<file path="config.mk">
export PLATFORM = sky130hd
export DESIGN_NAME = nearest_neighbor_visit_order_top
export DESIGN_NICKNAME = d
export VERILOG_FILES = /design/src/rtl/nnvo_pkg.sv /design/src/rtl/nnvo_front.sv /design/src/rtl/nnvo_back.sv /design/src/rtl/nearest_neighbor_visit_order_top.sv
export SDC_FILE = /design/constraint.sdc
export NUM_CORES = 2
export LEC_CHECK = 0
export BUFFER_PORTS_ARGS = -buffer_cell sky130_fd_sc_hd__buf_2
export CAP_MARGIN = 20
export CORE_AREA = 2 2 347 349
export DETAILED_ROUTE_END_ITERATION = 8
export DIE_AREA = 0 0 349 351
export GPL_TIMING_DRIVEN = 0
export PLACE_DENSITY = 0.68
export SETUP_SLACK_MARGIN = 0.05
export SYNTH_ARGS = -nofsm -noshare
export SYNTH_HDL_FRONTEND = slang
export SYNTH_HIERARCHICAL = 1
export SYNTH_SLANG_ARGS = --single-unit
export TNS_END_PERCENT = 30
</file>
<file path="constraint.sdc">
create_clock -name clock -period 4.88 [get_ports clock]
set_input_delay 0 -clock clock [delete_from_list [all_inputs] [get_ports clock]]
set_output_delay 0 -clock clock [all_outputs]
set_load 0.05 [all_outputs]
</file>
<file path="src/rtl/nnvo_pkg.sv">
// Shared types and constants for the nearest-neighbor visit order block.
package nnvo_pkg;

   localparam int COORD_BITS     = 10;
   localparam int POT_BITS       = 8;
   localparam int DIST_BITS      = 11;
   localparam int MAX_POINTS_DEF = 32;
   localparam int QUEUE_DEPTH    = 2;
   localparam int SQ_BITS        = 2 * COORD_BITS + 1;
   localparam int LIM_BITS       = 2 * DIST_BITS;
   localparam int CMP_BITS       = (LIM_BITS > SQ_BITS) ? LIM_BITS : SQ_BITS;

   localparam logic [DIST_BITS-1:0] DIST_RESET = DIST_BITS'(1000);

   localparam logic CMD_MOVE = 1'b0;
   localparam logic CMD_ADD  = 1'b1;

   typedef logic [COORD_BITS-1:0] coord_type;
   typedef logic [POT_BITS-1:0]   pot_type;

   typedef struct packed {
      logic      cmd;
      coord_type pos_x;
      coord_type pos_y;
      pot_type   pot_id;
      logic      load_end;
   } req_type;

   typedef struct packed {
      pot_type   visit_index;
      coord_type visit_x;
      coord_type visit_y;
      logic      tour_end;
   } rsp_type;

   // Classified work for the back end
   typedef enum logic [1:0] {
      OP_MOVE = 2'd0,
      OP_LOAD = 2'd1,
      OP_RUN  = 2'd2
   } op_type;

   typedef struct packed {
      coord_type x;
      coord_type y;
      pot_type   id;
   } point_type;

   typedef struct packed {
      op_type    op;
      point_type pt;
   } work_type;

endpackage

</file>
<file path="src/rtl/nnvo_front.sv">
// Front end: accepts items, classifies them and queues them for the back end.
module nnvo_front (
   input  logic               clock,
   input  logic               reset,
   input  logic               req_valid,
   output logic               req_ready,
   input  nnvo_pkg::req_type  req_data,
   output logic               q_valid,
   input  logic               q_pop,
   output nnvo_pkg::work_type q_head
);
   import nnvo_pkg::*;

   localparam int PTR_BITS = (QUEUE_DEPTH > 1) ? $clog2(QUEUE_DEPTH) : 1;
   localparam int CNT_BITS = $clog2(QUEUE_DEPTH + 1);

   work_type              slot_ff [QUEUE_DEPTH];
   logic [PTR_BITS-1:0]   wr_ptr_ff, wr_ptr_in;
   logic [PTR_BITS-1:0]   rd_ptr_ff, rd_ptr_in;
   logic [CNT_BITS-1:0]   fill_ff, fill_in;
   work_type              work_in;
   logic                  push, pop;

   assign req_ready = (fill_ff != CNT_BITS'(QUEUE_DEPTH));
   assign q_valid   = (fill_ff != '0);
   assign q_head    = slot_ff[rd_ptr_ff];
   assign push      = req_valid && req_ready;
   assign pop       = q_pop && q_valid;

   always_comb begin
      work_in.pt.x  = req_data.pos_x;
      work_in.pt.y  = req_data.pos_y;
      work_in.pt.id = req_data.pot_id;
      if (req_data.cmd == CMD_MOVE) begin
         work_in.op = OP_MOVE;
      end else if (req_data.load_end) begin
         work_in.op = OP_RUN;
      end else begin
         work_in.op = OP_LOAD;
      end
   end

   always_comb begin
      wr_ptr_in = wr_ptr_ff;
      rd_ptr_in = rd_ptr_ff;
      fill_in   = fill_ff;
      if (push) begin
         wr_ptr_in = (wr_ptr_ff == PTR_BITS'(QUEUE_DEPTH - 1)) ? '0 : wr_ptr_ff + 1'b1;
      end
      if (pop) begin
         rd_ptr_in = (rd_ptr_ff == PTR_BITS'(QUEUE_DEPTH - 1)) ? '0 : rd_ptr_ff + 1'b1;
      end
      if (push && !pop) begin
         fill_in = fill_ff + 1'b1;
      end else if (pop && !push) begin
         fill_in = fill_ff - 1'b1;
      end
   end

   always_ff @(posedge clock) begin
      if (reset) begin
         wr_ptr_ff <= '0;
         rd_ptr_ff <= '0;
         fill_ff   <= '0;
      end else begin
         wr_ptr_ff <= wr_ptr_in;
         rd_ptr_ff <= rd_ptr_in;
         fill_ff   <= fill_in;
      end
   end

   always_ff @(posedge clock) begin
      if (push) begin
         slot_ff[wr_ptr_ff] <= work_in;
      end
   end

endmodule

</file>
<file path="src/rtl/nnvo_back.sv">
// Back end: point store, nearest-point scan pipeline and result register.
module nnvo_back #(
   parameter int MAX_POINTS = nnvo_pkg::MAX_POINTS_DEF
) (
   input  logic                            clock,
   input  logic                            reset,
   input  logic                            q_valid,
   output logic                            q_pop,
   input  nnvo_pkg::work_type              q_head,
   input  logic [nnvo_pkg::DIST_BITS-1:0]  max_distance,
   output logic                            rsp_valid,
   input  logic                            rsp_ready,
   output nnvo_pkg::rsp_type               rsp_data
);
   import nnvo_pkg::*;

   localparam int IDX_BITS = $clog2(MAX_POINTS);
   localparam int CNT_BITS = $clog2(MAX_POINTS + 1);
   localparam int PRD_BITS = 2 * COORD_BITS;

   typedef enum logic [4:0] {
      ST_IDLE   = 5'b00001,
      ST_SCAN   = 5'b00010,
      ST_DRAIN  = 5'b00100,
      ST_DECIDE = 5'b01000,
      ST_FINISH = 5'b10000
   } state_type;

   // control
   state_type             state_ff, state_in;
   logic [CNT_BITS-1:0]   count_ff, count_in;
   logic [CNT_BITS-1:0]   rd_cnt_ff, rd_cnt_in;
   coord_type             here_x_ff, here_x_in;
   coord_type             here_y_ff, here_y_in;
   logic [CMP_BITS-1:0]   best_ff, best_in;
   logic                  found_ff, found_in;
   logic [IDX_BITS-1:0]   pick_ff, pick_in;
   point_type             pick_pt_ff, pick_pt_in;
   logic                  pend_vld_ff, pend_vld_in;
   point_type             pend_pt_ff, pend_pt_in;
   logic                  rsp_valid_ff, rsp_valid_in;
   rsp_type               rsp_data_ff, rsp_data_in;
   logic [LIM_BITS-1:0]   lim_ff, lim_in;

   // point store
   point_type             store_mem [MAX_POINTS];
   logic                  wr_en;
   logic [IDX_BITS-1:0]   wr_addr;
   point_type             wr_pt;
   logic                  issue;

   // scan pipeline
   point_type             rd_data_ff;
   logic                  s1_vld_ff, s1_last_ff;
   logic [IDX_BITS-1:0]   s1_idx_ff;
   logic                  s2_vld_ff;
   logic [IDX_BITS-1:0]   s2_idx_ff;
   point_type             s2_pt_ff;
   coord_type             dx_ff, dy_ff;
   logic                  s3_vld_ff;
   logic [IDX_BITS-1:0]   s3_idx_ff;
   point_type             s3_pt_ff;
   logic [PRD_BITS-1:0]   sqx_ff, sqy_ff;
   point_type             last_pt_ff;
   logic [SQ_BITS-1:0]    dist_sq;
   logic                  out_free;

   assign issue     = (state_ff == ST_SCAN) && (rd_cnt_ff < count_ff);
   assign out_free  = !rsp_valid_ff || rsp_ready;
   assign dist_sq   = SQ_BITS'(sqx_ff) + SQ_BITS'(sqy_ff);
   assign lim_in    = LIM_BITS'(max_distance) * LIM_BITS'(max_distance);
   assign rsp_valid = rsp_valid_ff;
   assign rsp_data  = rsp_data_ff;

   always_comb begin
      state_in     = state_ff;
      count_in     = count_ff;
      rd_cnt_in    = rd_cnt_ff;
      here_x_in    = here_x_ff;
      here_y_in    = here_y_ff;
      best_in      = best_ff;
      found_in     = found_ff;
      pick_in      = pick_ff;
      pick_pt_in   = pick_pt_ff;
      pend_vld_in  = pend_vld_ff;
      pend_pt_in   = pend_pt_ff;
      rsp_valid_in = rsp_valid_ff && !rsp_ready;
      rsp_data_in  = rsp_data_ff;
      wr_en        = 1'b0;
      wr_addr      = pick_ff;
      wr_pt        = last_pt_ff;
      q_pop        = 1'b0;

      // compare stage: strict less keeps the lower slot on ties
      if (s3_vld_ff && (CMP_BITS'(dist_sq) < best_ff)) begin
         best_in    = CMP_BITS'(dist_sq);
         found_in   = 1'b1;
         pick_in    = s3_idx_ff;
         pick_pt_in = s3_pt_ff;
      end

      case (state_ff)
         ST_IDLE: begin
            q_pop = q_valid;
            if (q_valid) begin
               case (q_head.op)
                  OP_MOVE: begin
                     here_x_in = q_head.pt.x;
                     here_y_in = q_head.pt.y;
                  end
                  OP_LOAD, OP_RUN: begin
                     if (count_ff < CNT_BITS'(MAX_POINTS)) begin
                        wr_en    = 1'b1;
                        wr_addr  = count_ff[IDX_BITS-1:0];
                        wr_pt    = q_head.pt;
                        count_in = count_ff + 1'b1;
                     end
                     if (q_head.op == OP_RUN) begin
                        rd_cnt_in = '0;
                        best_in   = CMP_BITS'(lim_ff);
                        found_in  = 1'b0;
                        state_in  = ST_SCAN;
                     end
                  end
                  default: begin
                  end
               endcase
            end
         end
         ST_SCAN: begin
            if (issue) begin
               rd_cnt_in = rd_cnt_ff + 1'b1;
            end else begin
               state_in = ST_DRAIN;
            end
         end
         ST_DRAIN: begin
            if (!s1_vld_ff && !s2_vld_ff && !s3_vld_ff) begin
               state_in = ST_DECIDE;
            end
         end
         ST_DECIDE: begin
            if (!found_ff) begin
               state_in = ST_FINISH;
            end else if (!pend_vld_ff || out_free) begin
               if (pend_vld_ff) begin
                  rsp_valid_in = 1'b1;
                  rsp_data_in  = '{pend_pt_ff.id, pend_pt_ff.x, pend_pt_ff.y, 1'b0};
               end
               pend_vld_in = 1'b1;
               pend_pt_in  = pick_pt_ff;
               here_x_in   = pick_pt_ff.x;
               here_y_in   = pick_pt_ff.y;
               // swap-remove: last slot moves into the chosen slot
               wr_en       = 1'b1;
               wr_addr     = pick_ff;
               wr_pt       = last_pt_ff;
               count_in    = count_ff - 1'b1;
               rd_cnt_in   = '0;
               best_in     = CMP_BITS'(lim_ff);
               found_in    = 1'b0;
               state_in    = ST_SCAN;
            end
         end
         ST_FINISH: begin
            if (!pend_vld_ff || out_free) begin
               if (pend_vld_ff) begin
                  rsp_valid_in = 1'b1;
                  rsp_data_in  = '{pend_pt_ff.id, pend_pt_ff.x, pend_pt_ff.y, 1'b1};
               end
               pend_vld_in = 1'b0;
               count_in    = '0;
               state_in    = ST_IDLE;
            end
         end
         default: begin
            state_in = ST_IDLE;
         end
      endcase
   end

   always_ff @(posedge clock) begin
      if (reset) begin
         state_ff     <= ST_IDLE;
         count_ff     <= '0;
         rd_cnt_ff    <= '0;
         here_x_ff    <= '0;
         here_y_ff    <= '0;
         found_ff     <= 1'b0;
         pend_vld_ff  <= 1'b0;
         rsp_valid_ff <= 1'b0;
         s1_vld_ff    <= 1'b0;
         s2_vld_ff    <= 1'b0;
         s3_vld_ff    <= 1'b0;
      end else begin
         state_ff     <= state_in;
         count_ff     <= count_in;
         rd_cnt_ff    <= rd_cnt_in;
         here_x_ff    <= here_x_in;
         here_y_ff    <= here_y_in;
         found_ff     <= found_in;
         pend_vld_ff  <= pend_vld_in;
         rsp_valid_ff <= rsp_valid_in;
         s1_vld_ff    <= issue;
         s2_vld_ff    <= s1_vld_ff;
         s3_vld_ff    <= s2_vld_ff;
      end
   end

   always_ff @(posedge clock) begin
      best_ff     <= best_in;
      pick_ff     <= pick_in;
      pick_pt_ff  <= pick_pt_in;
      pend_pt_ff  <= pend_pt_in;
      rsp_data_ff <= rsp_data_in;
      lim_ff      <= lim_in;
   end

   // point store: one write port, one registered read port
   always_ff @(posedge clock) begin
      if (wr_en) begin
         store_mem[wr_addr] <= wr_pt;
      end
      if (issue) begin
         rd_data_ff <= store_mem[rd_cnt_ff[IDX_BITS-1:0]];
      end
   end

   // scan pipeline: read, abs difference, squares, compare
   always_ff @(posedge clock) begin
      s1_idx_ff  <= rd_cnt_ff[IDX_BITS-1:0];
      s1_last_ff <= (rd_cnt_ff == count_ff - 1'b1);
      if (s1_vld_ff && s1_last_ff) begin
         last_pt_ff <= rd_data_ff;
      end
      s2_idx_ff <= s1_idx_ff;
      s2_pt_ff  <= rd_data_ff;
      dx_ff     <= (rd_data_ff.x > here_x_ff) ? rd_data_ff.x - here_x_ff
                                              : here_x_ff - rd_data_ff.x;
      dy_ff     <= (rd_data_ff.y > here_y_ff) ? rd_data_ff.y - here_y_ff
                                              : here_y_ff - rd_data_ff.y;
      s3_idx_ff <= s2_idx_ff;
      s3_pt_ff  <= s2_pt_ff;
      sqx_ff    <= PRD_BITS'(dx_ff) * PRD_BITS'(dx_ff);
      sqy_ff    <= PRD_BITS'(dy_ff) * PRD_BITS'(dy_ff);
   end

endmodule

</file>
<file path="src/rtl/nearest_neighbor_visit_order_top.sv">
// Top level: nearest-neighbor visit ordering with a queued front end.
// A move or load item is retired as the back end, while idle, takes it from the two-entry
// queue. A tour emits one point per scan of the stored points, through a registered read
// and a distance pipeline of abs difference, squares and compare. Reset (synchronous,
// active high) empties the queue and store count, zeroes the position and sets
// max_distance to 1000.
module nearest_neighbor_visit_order_top #(
   parameter int MAX_POINTS = nnvo_pkg::MAX_POINTS_DEF
) (
   input  logic                            clock,
   input  logic                            reset,
   input  logic                            req_valid,
   output logic                            req_ready,
   input  nnvo_pkg::req_type               req_data,
   output logic                            rsp_valid,
   input  logic                            rsp_ready,
   output nnvo_pkg::rsp_type               rsp_data,
   input  logic                            csr_we,
   input  logic [nnvo_pkg::DIST_BITS-1:0]  csr_wdata
);
   import nnvo_pkg::*;

   // distance limit register; the user must write it only while the block is idle (not enforced here)
   logic [DIST_BITS-1:0] max_dist_ff, max_dist_in;

   // queue head between front and back
   logic     q_valid;
   logic     q_pop;
   work_type q_head;

   assign max_dist_in = csr_we ? csr_wdata : max_dist_ff;

   always_ff @(posedge clock) begin
      if (reset) begin
         max_dist_ff <= DIST_RESET;
      end else begin
         max_dist_ff <= max_dist_in;
      end
   end

   // front end classifies each item as move, load, or load-and-run
   nnvo_front u_front (
      .clock     (clock),
      .reset     (reset),
      .req_valid (req_valid),
      .req_ready (req_ready),
      .req_data  (req_data),
      .q_valid   (q_valid),
      .q_pop     (q_pop),
      .q_head    (q_head)
   );

   // back end holds the points, scans for the nearest one and emits each visited point;
   // the last visited point is held back until the next scan shows whether it ends the tour
   nnvo_back #(
      .MAX_POINTS (MAX_POINTS)
   ) u_back (
      .clock        (clock),
      .reset        (reset),
      .q_valid      (q_valid),
      .q_pop        (q_pop),
      .q_head       (q_head),
      .max_distance (max_dist_ff),
      .rsp_valid    (rsp_valid),
      .rsp_ready    (rsp_ready),
      .rsp_data     (rsp_data)
   );

endmodule
</file>
# Yosys cells after proc, flatten, opt, wreduce, memory -nomap -nowiden
# Memory sizes are Yosys's and may differ from the RTL's. A register that Yosys moved wholly into a read port is not among the register bits.
# Cells that the tools add are included.
# classes
reduce_logical,35
n_eq_ne,23
n_lt_le_gt_ge,5
n_mul,3
n_mux,89
addsub,12
# op_table
op,n
2-to-1 mux 29 bit,5
2-to-1 mux 22 bit,6
2-to-1 mux 28 bit,4
2-to-1 mux 10 bit,10
2-to-1 mux 6 bit,11
2-to-1 mux 5 bit,12
one-hot mux 29 bit (2 select lines),1
one-hot mux 22 bit (2 select lines),1
multiplier 10 x 10 -> 20 bit,2
one-hot mux 10 bit (2 select lines),2
subtractor 10 bit,4
one-hot mux 6 bit (3 select lines),2
2-to-1 mux 1 bit,26
one-hot mux 5 bit (5 select lines),1
< comparator 21 x 22 -> 1 bit,1
multiplier 11 x 11 -> 22 bit,1
adder 20 x 20 -> 21 bit,1
AND reduction 7 bit,3
greater-than comparator 10 bit,2
inequality test 2 x 1 -> 1 bit (second input constant),10
adder 6 x 1 -> 6 bit (second input constant),2
logical AND 1 bit,10
logical NOT 1 bit,8
2-to-1 mux 2 bit,4
other kinds (26),38
# totals
inputBits,46
ram_bits,956
reg_bits,352
out_inout_bits,31
memories,2
# memory_table
name,depth,width,rd,rd_ports_with_merged_regs,write_ports,line_no,text
u_back.store_mem,32,28,1,1,1,nnvo_back.sv:46,point_type store_mem [MAX_POINTS];
u_front.slot_ff,2,30,1,1,1,nnvo_front.sv:17,work_type slot_ff [QUEUE_DEPTH];

# Logic depth before layout (Yosys ltp)
# depth
depth_word,8
ltp_mapped,22
mapped_depth_nobuf,21

# Cells and area by module
# The synthesis kept the hierarchy.
# modules_own_cells
module,n_inst,area_per_inst_um2,cells_per_inst
nnvo_back,1,56357.8,3414
nnvo_front,1,2389.8,119
nearest_neighbor_visit_order_top,1,401.6,35

# Least setup slack after synthesis
# Ideal clock, no wire load.
# synth_timing
path_kind,register -> register
start,reg u_back.dx_ff[2]
end,reg u_back.sqx_ff[19]
path_stages_with_launch,21
arrival_ns,4.979
period_less_slack_ns,5.051
n_path_buf,1
required_time_ns,4.808
setup_time_ns,0.072
path_slack_ns,-0.171
path_cell_list,dfxtp_1 clkbuf_1 and2_1 fa_1 inv_1 fa_1 inv_1 ha_1 inv_1 fa_1 inv_1 fa_1 ha_1 and4_1 a221o_1 o311a_1 o211ai_1 nand2_1 a211o_1 a21oi_1 xnor2_1
# synth_via
elab_chain_len,1
# synth_rtl
item,line_no,text
start: declaration,nnvo_back.sv:59,"coord_type dx_ff, dy_ff;"
start signal: assignment,nnvo_back.sv:238,dx_ff <= (rd_data_ff.x > here_x_ff) ? rd_data_ff.x - here_x_ff
multiplier 10 x 10 -> 20 bit,nnvo_back.sv:244,sqx_ff <= PRD_BITS'(dx_ff) * PRD_BITS'(dx_ff);
end signal: assignment,nnvo_back.sv:244,
end: declaration,nnvo_back.sv:63,"logic [PRD_BITS-1:0] sqx_ff, sqy_ff;"
# No other way between the ends.
# A chain may end at the register's enable or synchronous reset.

# Final worst setup path
# layout_timing
start,reg u_back.dx_ff[4]
end,reg u_back.sqx_ff[19]
# The elaborated chain is that of the path after synthesis.

==> flow_summary_export.csv <==
group,metric,value,unit
synth,ys_warn_count,6,
synth,syn_area_per_cell,16.6,um2
global_routing,grt_overflow_total,0,
clocking,path_clk_slew,60,ps
setup_path,crit_path_end,"u_back/sqx_ff[19]$_DFF_P_",
setup_path,ff2ff_setup_slack,-80,ps
timing,tightest_slew,1170,ps
finish,fin_util,58.6,%
clocking,clockBufferDepth,3,
route,remaining_drc_errors,0,
setup_path,crit_start,"u_back/dx_ff[4]$_DFF_P_",
flow_run,cap_violations,0,
finish,diodes,0,
finish,nets,4427,
finish,drive_above_1_share,24.8,%
timing,whs,69.0,ps
synth,seq_area_frac_synth,63.8,%
synth,synth-main-ff-cell,"edfxtp_1",
synth,ys_async_sr_fraction,0,%
clocking,cts-root-buf,"clkbuf_16",
min_path,hp-class,"primary input to flop",
timing,hold_violations,0,
route,routed_wl,140000,um
synth,yosys_register_bits,1334,
synth,ys_types,78,
route,avgViaCountPerCell,5.68,
clocking,h-tree-depth,4,
outcome,violations,"negative setup slack",
setup_path,cp_data_required_time,5550,ps
timing,postLayoutSetupSlackWorst,-81.7,ps
timing,min_period_over_period,102,%
clocking,cts_made_buffers,138,
setup_path,start_kind,"flop",
synth,synthCells,3568,
setup_path,worstSetupPathType,"flop to flop",
min_path,hold-path-cell-count,2,
route,wl_per_cell,24.8,um
synth,synthTopCellsByArea,"edfxtp_1, mux4_2, dfxtp_1",
die,dieWidth,349,um
timing,relSlewSlack,22.0,%
timing,grt_setup_unrepaired,"true",
die,coreArea,119000,um2
setup_path,crit_path_end_kind,"flop",
route,first_pass_iters,8,
global_routing,antenna_found_initial,2,
die,pin_count,77,
die,initial_utilization,49.7,%
clocking,insertion_delay,760,ps
setup_path,reg2reg_to,"u_back/sqx_ff[19]$_DFF_P_",
die,fp.dieH,351,um
synth,synth_edf_count,1102,
finish,final_cell_mix,"edfxtp_1, inv_1, mux4_2, ha_1, dfxtp_1",
synth,synth_nets,4009,
synth,syn_area,59100,um2
place,finalWeightedCongestion,0.836,
timing,skew,24.9,ps
setup_path,worstPathArrival,5640,ps
route,postRouteAntennaNets,0,
global_routing,grt_use_total,23.2,%
finish,stdcell_count,5649,
place,placed_cells,5239,
die,die_area,122000,um2
global_routing,grt_pass1_vias,33200,
finish,final_area,69800,um2
setup_path,r2r-start,"u_back/dx_ff[4]$_DFF_P_",
place,dpl.hpwl,96700,um
finish,mostFrequentLayoutCell,"edfxtp_1",
clocking,cts_sinks,1334,
finish,area_growth,18.0,%
synth,yosysTopAreaCell,"edfxtp_1",
synth,synth_top_area_share,55.9,%
route,via_count,32100,
timing,min_period,4960,ps
place,io_buffer_count,76,
timing,slew_viol_final,0,
timing,setup_viol,2,
setup_path,rr_worst_depth,19,
clocking,cts_tree,"done",
die,rows,127,
global_routing,grt_max_degree,33,
global_routing,grt_pass1_wl,207000,um
place,placed_area,62900,um2
outcome,outcome,"complete, but fails checks",
setup_path,critPathMaxFanout,4,
timing,fmax,202,MHz
route,dr.first_iter.drc_count,3103,
## sequential cells by signal (all words and copies together) (netlist names), 6 cells and up, named ones only
name and count:
u_back/rd_cnt_ff 6, u_back/pick_pt_ff 28, u_back/store_mem 896, u_back/dx_ff 10, u_back/sqy_ff 19, u_back/dy_ff 10
u_back/lim_ff 21, u_back/here_y_ff 10, u_back/best_ff 22, u_front/slot_ff 60, u_back/rsp_data 29, u_back/s3_pt_ff 28
u_back/rd_data_ff 28, u_back/pend_pt_ff 28, u_back/s2_pt_ff 28, u_back/count_ff 6, u_back/here_x_ff 10, max_dist_ff 11
u_back/sqx_ff 19, u_back/last_pt_ff 28
## cell type report
type	instances	area (um2)
flip-flops and latches	1334	37800
well taps	1548	1940
clock inverters	77	948
fillers	8726	49200
plain buffers	130	792
clock buffers	178	3790
repair buffers	286	2990
inverters	315	1190
multi-input cells	1781	20300
## cell families after synthesis
family          share of synthesized area [%]
buf+inv                                  3.00
xor+xnor                                 1.64
fa+ha+maj                                10.4
compound gates                           3.72
simple gates                             4.40
flops                                    63.8
mux                                      13.1
## per-stage QoR
stage               setup WS, ps  TNS (ps)
floorplan                 -0.154    -0.154
global placement           -2030  -1287540
detailed placement          -549     -5940
CTS                         -125      -203
global route                -233     -4270
finish                     -81.7      -143
## cells in the mapped netlist, types with 13 or more instances
cell and n:
edfxtp_1 1102, mux4_2 280, o21ai_0 57, fa_1 158
nor2_1 140, inv_1 313, dfxtp_1 232, ha_1 237
nand2_1 192, and3_1 13, a21oi_1 71, a21o_1 39
mux2_2 93, clkbuf_1 106, a311oi_1 24, nand2b_1 15
nand3_1 19, mux2i_1 35, nor2b_1 31, and2_1 73
xnor2_1 71, buf_2 23, nor3_1 26, xor2_1 40
## how the worst min path moves through the flow
stage,slack (ps),endpoint,from
6_report,70,u_front/slot_ff[1][24]$_DFFE_PP_,req_data[25]
5_1_grt,50,u_front/slot_ff[1][24]$_DFFE_PP_,req_data[25]
4_1_cts,20,u_front/slot_ff[1][24]$_DFFE_PP_,req_data[25]
3_5_place_dp,190,u_front/slot_ff[1][4]$_DFFE_PP_,req_data[5]
3_3_place_gp,190,u_front/slot_ff[0][7]$_DFFE_PP_,req_data[8]
2_1_floorplan,70,u_front/fill_ff[1]$_SDFFE_PP0P_,reset
## critical path, stage by stage (launching register included)
cell and delay (ps):
dfxtp_4 360, and2_4 160, fa_1 500, inv_1 50
fa_1 470, inv_1 40, ha_1 260, inv_1 40
fa_1 490, inv_2 40, fa_1 590, ha_4 220
and4_1 150, a221o_1 330, o311a_1 320, o211ai_1 170
nand2_1 120, a211o_1 280, a21oi_2 160, xnor2_2 130
## metal layers
metal | part of all wire [%] | up-vias | GRT usage, %
li1 | - | 14200 | -
met2 | 52 | 1098 | 40.7
met4 | 2.7 | 0 | 7.10
met1 | 39 | 16500 | 29.7
met3 | 6.1 | 221 | 3.71
met5 | 0 | - | 0
## what timing repair did
action | 4_1_cts | 5_1_grt
endpoints found under the setup margin | 49 | 100
pin swaps | 57 | 39
endpoints found under the hold margin | 93 | 0
buffers inserted | 51 | 12
resized for setup | 138 | 61
hold buffers | 94 | 0
gates cloned | 1 | 1
Power is not shown: default switching activity piles up to over one toggle a cycle in this logic, so the estimate is an artifact.
